**src/sv/dmtq_pkg.sv**
```systemverilog
// dmtq_pkg: types and constants for the delayed message timer queue
// holds the transfer structs, the cell link types and the result kind codes
// no dependencies
`timescale 1ns / 1ps

package dmtq_pkg;

    localparam int QUEUE_DEPTH = 16;
    localparam int MAX_RESULTS = 16;
    localparam int CNT_W       = (MAX_RESULTS > 1) ? $clog2(MAX_RESULTS) : 1;

    localparam logic [1:0] KIND_RELEASED = 2'd0;
    localparam logic [1:0] KIND_ACCEPTED = 2'd1;
    localparam logic [1:0] KIND_REJECTED = 2'd2;

    localparam logic ACT_TICK   = 1'b0;
    localparam logic ACT_INSERT = 1'b1;

    typedef struct packed {
        logic        action;
        logic [31:0] release_time;
        logic [3:0]  destination;
        logic [7:0]  message_tag;
    } t_in_item;

    typedef struct packed {
        logic [1:0]  kind;
        logic [3:0]  out_destination;
        logic [7:0]  out_tag;
        logic [31:0] current_time;
        logic        last;
    } t_out_item;

    typedef struct packed {
        logic [31:0] time_due;
        logic [3:0]  dest;
        logic [7:0]  tag;
    } t_entry;

    // what every cell sees from its neighbor
    typedef struct packed {
        logic   occ;
        logic   keep;
        t_entry entry;
    } t_link;

    // broadcast control for the whole row
    typedef struct packed {
        logic   insert;
        logic   pop;
        t_entry new_entry;
    } t_cell_ctl;

endpackage

```
**src/sv/dmtq_cell.sv**
```systemverilog
// dmtq_cell: one slot of the sorted timer chain
// holds one entry and its occupied flag; shifts right on insert, left on pop
// depends on dmtq_pkg
`timescale 1ns / 1ps

module dmtq_cell
    import dmtq_pkg::*;
(
    input  logic      i_clk,
    input  logic      i_rst_n,
    input  t_cell_ctl i_ctl,
    input  t_link     i_left,
    input  t_link     i_right,
    output t_link     o_link
);

    logic   r_occ;
    t_entry r_entry;
    logic   n_occ;
    t_entry n_entry;
    logic   w_keep;

    // equal times stay ahead of the new entry
    assign w_keep = r_occ && (r_entry.time_due <= i_ctl.new_entry.time_due);

    always_comb begin
        n_occ   = r_occ;
        n_entry = r_entry;
        if (i_ctl.insert) begin
            if (!w_keep) begin
                if (i_left.keep) begin
                    n_occ   = 1'b1;
                    n_entry = i_ctl.new_entry;
                end else begin
                    n_occ   = i_left.occ;
                    n_entry = i_left.entry;
                end
            end
        end else if (i_ctl.pop) begin
            n_occ   = i_right.occ;
            n_entry = i_right.entry;
        end
    end

    always_ff @(posedge i_clk) begin
        if (!i_rst_n) begin
            r_occ <= 1'b0;
        end else begin
            r_occ <= n_occ;
        end
    end

    always_ff @(posedge i_clk) begin
        r_entry <= n_entry;
    end

    assign o_link.occ   = r_occ;
    assign o_link.keep  = w_keep;
    assign o_link.entry = r_entry;

endmodule

```
**src/sv/delayed_message_timer_queue.sv**
```systemverilog
// delayed_message_timer_queue: sorted queue of delayed messages on a row of cells
// top level: tick counter, release sequencer, output register
// depends on dmtq_pkg and dmtq_cell
//
//   channel | valid       | stall        | payload
//   --------+-------------+--------------+-------------------------
//   input   | i_in_valid  | o_in_stall   | i_in_data  (t_in_item)
//   output  | o_out_valid | i_out_stall  | o_out_data (t_out_item)
//
// an insert: transfer in, result in the output register next cycle
// a tick advances the tick counter, then releases the due entries, up to MAX_RESULTS per tick;
// releases pop the head cell, one per cycle, as the output register frees up
// input stalls while a tick is releasing or a result waits in the output register
// synchronous active-low reset empties the row and clears the tick counter
`timescale 1ns / 1ps

module delayed_message_timer_queue
    import dmtq_pkg::*;
(
    input  logic      i_clk,
    input  logic      i_rst_n,
    input  logic      i_in_valid,
    output logic      o_in_stall,
    input  t_in_item  i_in_data,
    output logic      o_out_valid,
    input  logic      i_out_stall,
    output t_out_item o_out_data
);

    localparam logic ST_IDLE = 1'b0;
    localparam logic ST_REL  = 1'b1;

    logic             r_state;
    logic [31:0]      r_time;
    logic [CNT_W-1:0] r_rel_cnt;
    logic             r_out_valid;
    t_out_item        r_out;

    t_link            w_link [QUEUE_DEPTH];
    t_cell_ctl        w_ctl;
    logic [QUEUE_DEPTH-1:0] w_occ;

    logic w_in_acc;
    logic w_out_free;
    logic w_full;
    logic w_due0;
    logic w_due1;
    logic w_pop;
    logic w_last;

    assign o_in_stall = (r_state != ST_IDLE) || r_out_valid;
    assign w_in_acc   = i_in_valid && !o_in_stall;
    assign w_out_free = !r_out_valid || !i_out_stall;
    assign w_full     = w_link[QUEUE_DEPTH-1].occ;

    assign w_due0 = w_link[0].occ && (w_link[0].entry.time_due <= r_time);
    assign w_due1 = w_link[1].occ && (w_link[1].entry.time_due <= r_time);
    assign w_pop  = (r_state == ST_REL) && w_out_free && w_due0;
    assign w_last = !w_due1 || (r_rel_cnt == CNT_W'(MAX_RESULTS - 1));

    assign w_ctl.insert             = w_in_acc && (i_in_data.action == ACT_INSERT) && !w_full;
    assign w_ctl.pop                = w_pop;
    assign w_ctl.new_entry.time_due = i_in_data.release_time;
    assign w_ctl.new_entry.dest     = i_in_data.destination;
    assign w_ctl.new_entry.tag      = i_in_data.message_tag;

    genvar gi;
    generate
        for (gi = 0; gi < QUEUE_DEPTH; gi++) begin : g_cell
            t_link w_left;
            t_link w_right;
            if (gi == 0) begin : g_head
                assign w_left = '{occ: 1'b0, keep: 1'b1, entry: '0};
            end else begin : g_mid_l
                assign w_left = w_link[gi-1];
            end
            if (gi == QUEUE_DEPTH - 1) begin : g_tail
                assign w_right = '{occ: 1'b0, keep: 1'b0, entry: '0};
            end else begin : g_mid_r
                assign w_right = w_link[gi+1];
            end
            dmtq_cell u_cell (
                .i_clk   (i_clk),
                .i_rst_n (i_rst_n),
                .i_ctl   (w_ctl),
                .i_left  (w_left),
                .i_right (w_right),
                .o_link  (w_link[gi])
            );
            assign w_occ[gi] = w_link[gi].occ;
        end
    endgenerate

    // sequencer and tick counter
    always_ff @(posedge i_clk) begin
        if (!i_rst_n) begin
            r_state   <= ST_IDLE;
            r_time    <= '0;
            r_rel_cnt <= '0;
        end else begin
            case (r_state)
                ST_IDLE: begin
                    if (w_in_acc && (i_in_data.action == ACT_TICK)) begin
                        r_time    <= r_time + 32'd1;
                        r_rel_cnt <= '0;
                        r_state   <= ST_REL;
                    end
                end
                ST_REL: begin
                    if (!w_due0) begin
                        r_state <= ST_IDLE;
                    end else if (w_out_free) begin
                        r_rel_cnt <= r_rel_cnt + CNT_W'(1);
                        if (w_last) begin
                            r_state <= ST_IDLE;
                        end
                    end
                end
                default: begin
                    r_state <= ST_IDLE;
                end
            endcase
        end
    end

    // output register
    always_ff @(posedge i_clk) begin
        if (!i_rst_n) begin
            r_out_valid <= 1'b0;
        end else if (w_in_acc && (i_in_data.action == ACT_INSERT)) begin
            r_out_valid <= 1'b1;
        end else if (w_pop) begin
            r_out_valid <= 1'b1;
        end else if (!i_out_stall) begin
            r_out_valid <= 1'b0;
        end
    end

    always_ff @(posedge i_clk) begin
        if (w_in_acc && (i_in_data.action == ACT_INSERT)) begin
            r_out.kind            <= w_full ? KIND_REJECTED : KIND_ACCEPTED;
            r_out.out_destination <= '0;
            r_out.out_tag         <= i_in_data.message_tag;
            r_out.current_time    <= r_time;
            r_out.last            <= 1'b1;
        end else if (w_pop) begin
            r_out.kind            <= KIND_RELEASED;
            r_out.out_destination <= w_link[0].entry.dest;
            r_out.out_tag         <= w_link[0].entry.tag;
            r_out.current_time    <= r_time;
            r_out.last            <= w_last;
        end
    end

    assign o_out_valid = r_out_valid;
    assign o_out_data  = r_out;

`ifndef SYNTHESIS
    // occupied cells always form a prefix of the row
    a_occ_prefix: assert property (@(posedge i_clk) disable iff (!i_rst_n)
        ((w_occ >> 1) & ~w_occ) == '0)
        else $error("occupied cells are not contiguous from the head");

    a_insert_grows: assert property (@(posedge i_clk) disable iff (!i_rst_n)
        w_ctl.insert |=> ($countones(w_occ) == $past($countones(w_occ)) + 1))
        else $error("accepted insert did not add exactly one entry");

    a_tick_adv: assert property (@(posedge i_clk) disable iff (!i_rst_n)
        (w_in_acc && (i_in_data.action == ACT_TICK)) |=> (r_time == $past(r_time) + 32'd1))
        else $error("tick transfer did not advance the counter");

    a_pop_shrinks: assert property (@(posedge i_clk) disable iff (!i_rst_n)
        w_pop |=> ($countones(w_occ) + 1 == $past($countones(w_occ))))
        else $error("release did not remove exactly one entry");
`endif

endmodule
```
**config.mk**
```make
export PLATFORM = sky130hd
export DESIGN_NAME = delayed_message_timer_queue
export DESIGN_NICKNAME = d
export VERILOG_FILES = /design/src/sv/dmtq_pkg.sv /design/src/sv/dmtq_cell.sv /design/src/sv/delayed_message_timer_queue.sv
export SDC_FILE = /design/constraint.sdc
export NUM_CORES = 2
export LEC_CHECK = 0
export ABC_AREA = 1
export BUFFER_PORTS_ARGS = -buffer_cell sky130_fd_sc_hd__buf_2
export CORE_MARGIN = 1.5
export CORE_UTILIZATION = 35
export CTS_BUF_LIST = sky130_fd_sc_hd__clkbuf_16
export CTS_CLUSTER_SIZE = 12
export DETAILED_ROUTE_END_ITERATION = 10
export GPL_TIMING_DRIVEN = 0
export SYNTH_ARGS = -nofsm -noshare
export SYNTH_HDL_FRONTEND = slang
export SYNTH_SLANG_ARGS = --single-unit
```
**constraint.sdc**
```tcl
create_clock -name i_clk -period 9.3 [get_ports i_clk]
set_clock_uncertainty 0.15 [all_clocks]
set_input_delay 0 -clock i_clk [delete_from_list [all_inputs] [get_ports i_clk]]
set_output_delay 0 -clock i_clk [all_outputs]
set_load 0.02 [all_outputs]
```
==> flow_summary.yaml <==
clocking:
  clk_path_buf_depth: 3
  cts.clk_slew.worst_paths_ps: 60
  cts_buffers: 93
  cts_tree: "built"
  htree_num_levels: 3
  postCtsSetupBuffers: 0
  clock_latency_ps: 720
  hold_buffers: 48
  root_buffer: "clkbuf_16"
  cts.sinks: 805
  cts_resized: 0
synthesis:
  synth_area_leaders: "edfxtp_1 44%, nand2_1 18%, ha_1 14%"
  avgSynthCellArea_um2: 8.43
  ys_warn_count: 0
  synth_top_area_share: 0.445
  ys_dominant_reg_cell: "edfxtp_1"
  async_flop_share: 0
  synth_cell_types: 41
  yosys.area.top_type: "edfxtp_1"
  synth_fp_nets: 6573
  syn_area_um2: 50400
  yosys.cell_count.top_type: "nand2_1"
  ys_seq_elements: 805
  synthTopCellsByCount: "2,447 x nand2_1, 746 x edfxtp_1, 600 x o21ai_0"
  ys_seq_area_frac: 0.468
  synth-edff-count: 746
  syn_inst: 5978
sta:
  max_freq_ghz: 0.230
  finalSetupViolCount: 0
  timing.setup.tns_ps: 0
  slew_viol_final: 6
  whs_ps: 68.5
  finalHoldViolations: 0
  fin_crit_sh: 0.468
  rsz0062_at_grt: "false"
  layout_setup_ws_ps: 4950
  slew_headroom: -0.0418
  worst_slew_pin_slew_ps: 1560
  fin_crit_ps: 4350
finish:
  final_util: 0.398
  syn_to_final_growth_pct: 13.0
  fillCellCount: 14600
  layout-drive-gt1-share: 0.0670
  fin_nets: 6831
route:
  avgRoutedWirePerCell_um: 22.0
  dr.pass1.iters: 6
  vias: 43800
  via_per_inst: 5.33
  drtIter0Drc: 4223
  postRouteAntennaNets: 0
  drc: 0
  routed_wl_mm: 181
die:
  die_y_um: 382
  coreArea_um2: 143000
  initial_utilization: 0.352
  die-width_um: 382
  num_rows: 139
  num_io_pins: 98
  dieArea_um2: 146000
global_routing:
  grt_pass1_wl_mm: 264
  grt_max_degree: 35
  grt_pass1_vias: 42600
  grt_overflow: 0
  grt_usage: 0.242
  grt_antenna_before_repair: 14
placement:
  pre_cts_ws_ps: 4780
  dpl.hpwl_mm: 142
  portBuffers: 97
  globalplace.congestion: 0.958
outcome:
  failed_checks: "capacitance limit, slew limit"
  status: "complete, but fails checks"
pwr:
  ir_worst_vdd_mv: 0.150
  p_leak_nw: 27.4
  p_per_area_nw_per_um2: 171
  power_w: 0.00972
setup_path:
  required_ps: 9590
  crit_type: "input pin to register"
  cp.arrival_ps: 4650
  startpoint_type: "input pin"
  end_kind: "register"
  crit_path_max_fanout: 30
job:
  cap_viol_max_count: 1
min_path:
  hp-class: "input pin to register"
[critical path: stages]
cell           delay (ps)
dlygate4sd3_1         530
buf_2                 160
inv_1                 690
ha_1                  310
nand4_1               130
nor4_2                530
nand4_1               300
nand2_1               200
nand2_1                90
nand2_2               440
buf_2                 330
nand2_2               490
buf_12                390
[kinds of logic (layout without fill, tap and decap cells)]
group                      Yosys count  count (layout)  share of synthesized area
DFF                                805             805                      0.468
buffers and inverters              572             904                     0.0500
adders and majority gates          546             546                      0.136
and+or+nand+nor                   2913            2913                      0.229
other                                0               4                          0
AOI/OAI and AO/OA                 1142            1142                      0.117
[placed cells by master (no fill, tap or decap), types with 15 or more instances in the layout]
cell type,instances
nand2_1,2430
edfxtp_1,746
o21ai_0,600
ha_1,546
inv_1,313
a21oi_1,273
nor2_1,233
o21ai_1,186
buf_2,173
clkbuf_1,144
clkbuf_16,95
nand3_1,76
nand4_1,64
dfxtp_1,59
dlygate4sd3_1,48
a22oi_1,44
nor3_1,36
clkinv_1,28
buf_4,25
buf_6,25
nand2_2,23
buf_12,16
nor4_2,15
[layer usage]
layer | track usage | wire length [um] | vias up
met5 | 0 | 88 | -
met4 | 0.0904 | 6730 | 8
met3 | 0.0555 | 16700 | 351
met2 | 0.403 | 84100 | 1798
met1 | 0.306 | 73400 | 20700
li1 | - | - | 20900
[where the power goes]
group | switching (W) | leakage [nW] | internal (W)
sequential | 0.000171 | 7.46 | 0.00428
clock | 0.00162 | 1.46 | 0.00193
combinational | 0.00118 | 18.5 | 0.000544
total | 0.00297 | 27.4 | 0.00675
[final timing paths]
path	depth (start not counted)	end	start	slack, ps
worst min-delay path	4	o_out_data[34]	i_in_data[1]	70
worst min register to register	2	o_out_data[44]	o_out_data[44]	300
worst max register to register	12	g_cell[0].u_cell.o_link[4]	g_cell[0].u_cell.o_link[43]	4990
worst max-delay path	13	g_cell[0].u_cell.o_link[4]	i_in_data[35]	4950
[sequential cells by signal, summed over array words and instances (netlist names)]
| name | count |
|---|---|
| o_out_valid | 1 |
| r_time | 32 |
| r_state | 1 |
| o_out_data | 47 |
| g_cell.u_cell.o_link | 704 |
| g_cell.u_cell.r_occ | 16 |
| r_rel_cnt | 4 |
[layout make-up]
cell class	instances	area, um2	area share
buffer	275	1410	0.0247
tap	1903	2380	0.0418
timing repair buffer	163	1320	0.0232
clock inverter	74	439	0.00771
multi-input combinational	4601	24300	0.427
sequential	805	23600	0.414
inverter	297	1110	0.0196
clock buffer	95	2380	0.0417
antenna	4	10.0	0.000176
[per-stage QoR]
stage	area, um2	instances
after floorplan	50400	5978
after global placement	53300	7978
after detailed placement	53700	7996
after CTS	57000	8213
after global routing	57000	8213
final	57000	8217
Power figures use the tool's default switching activity.
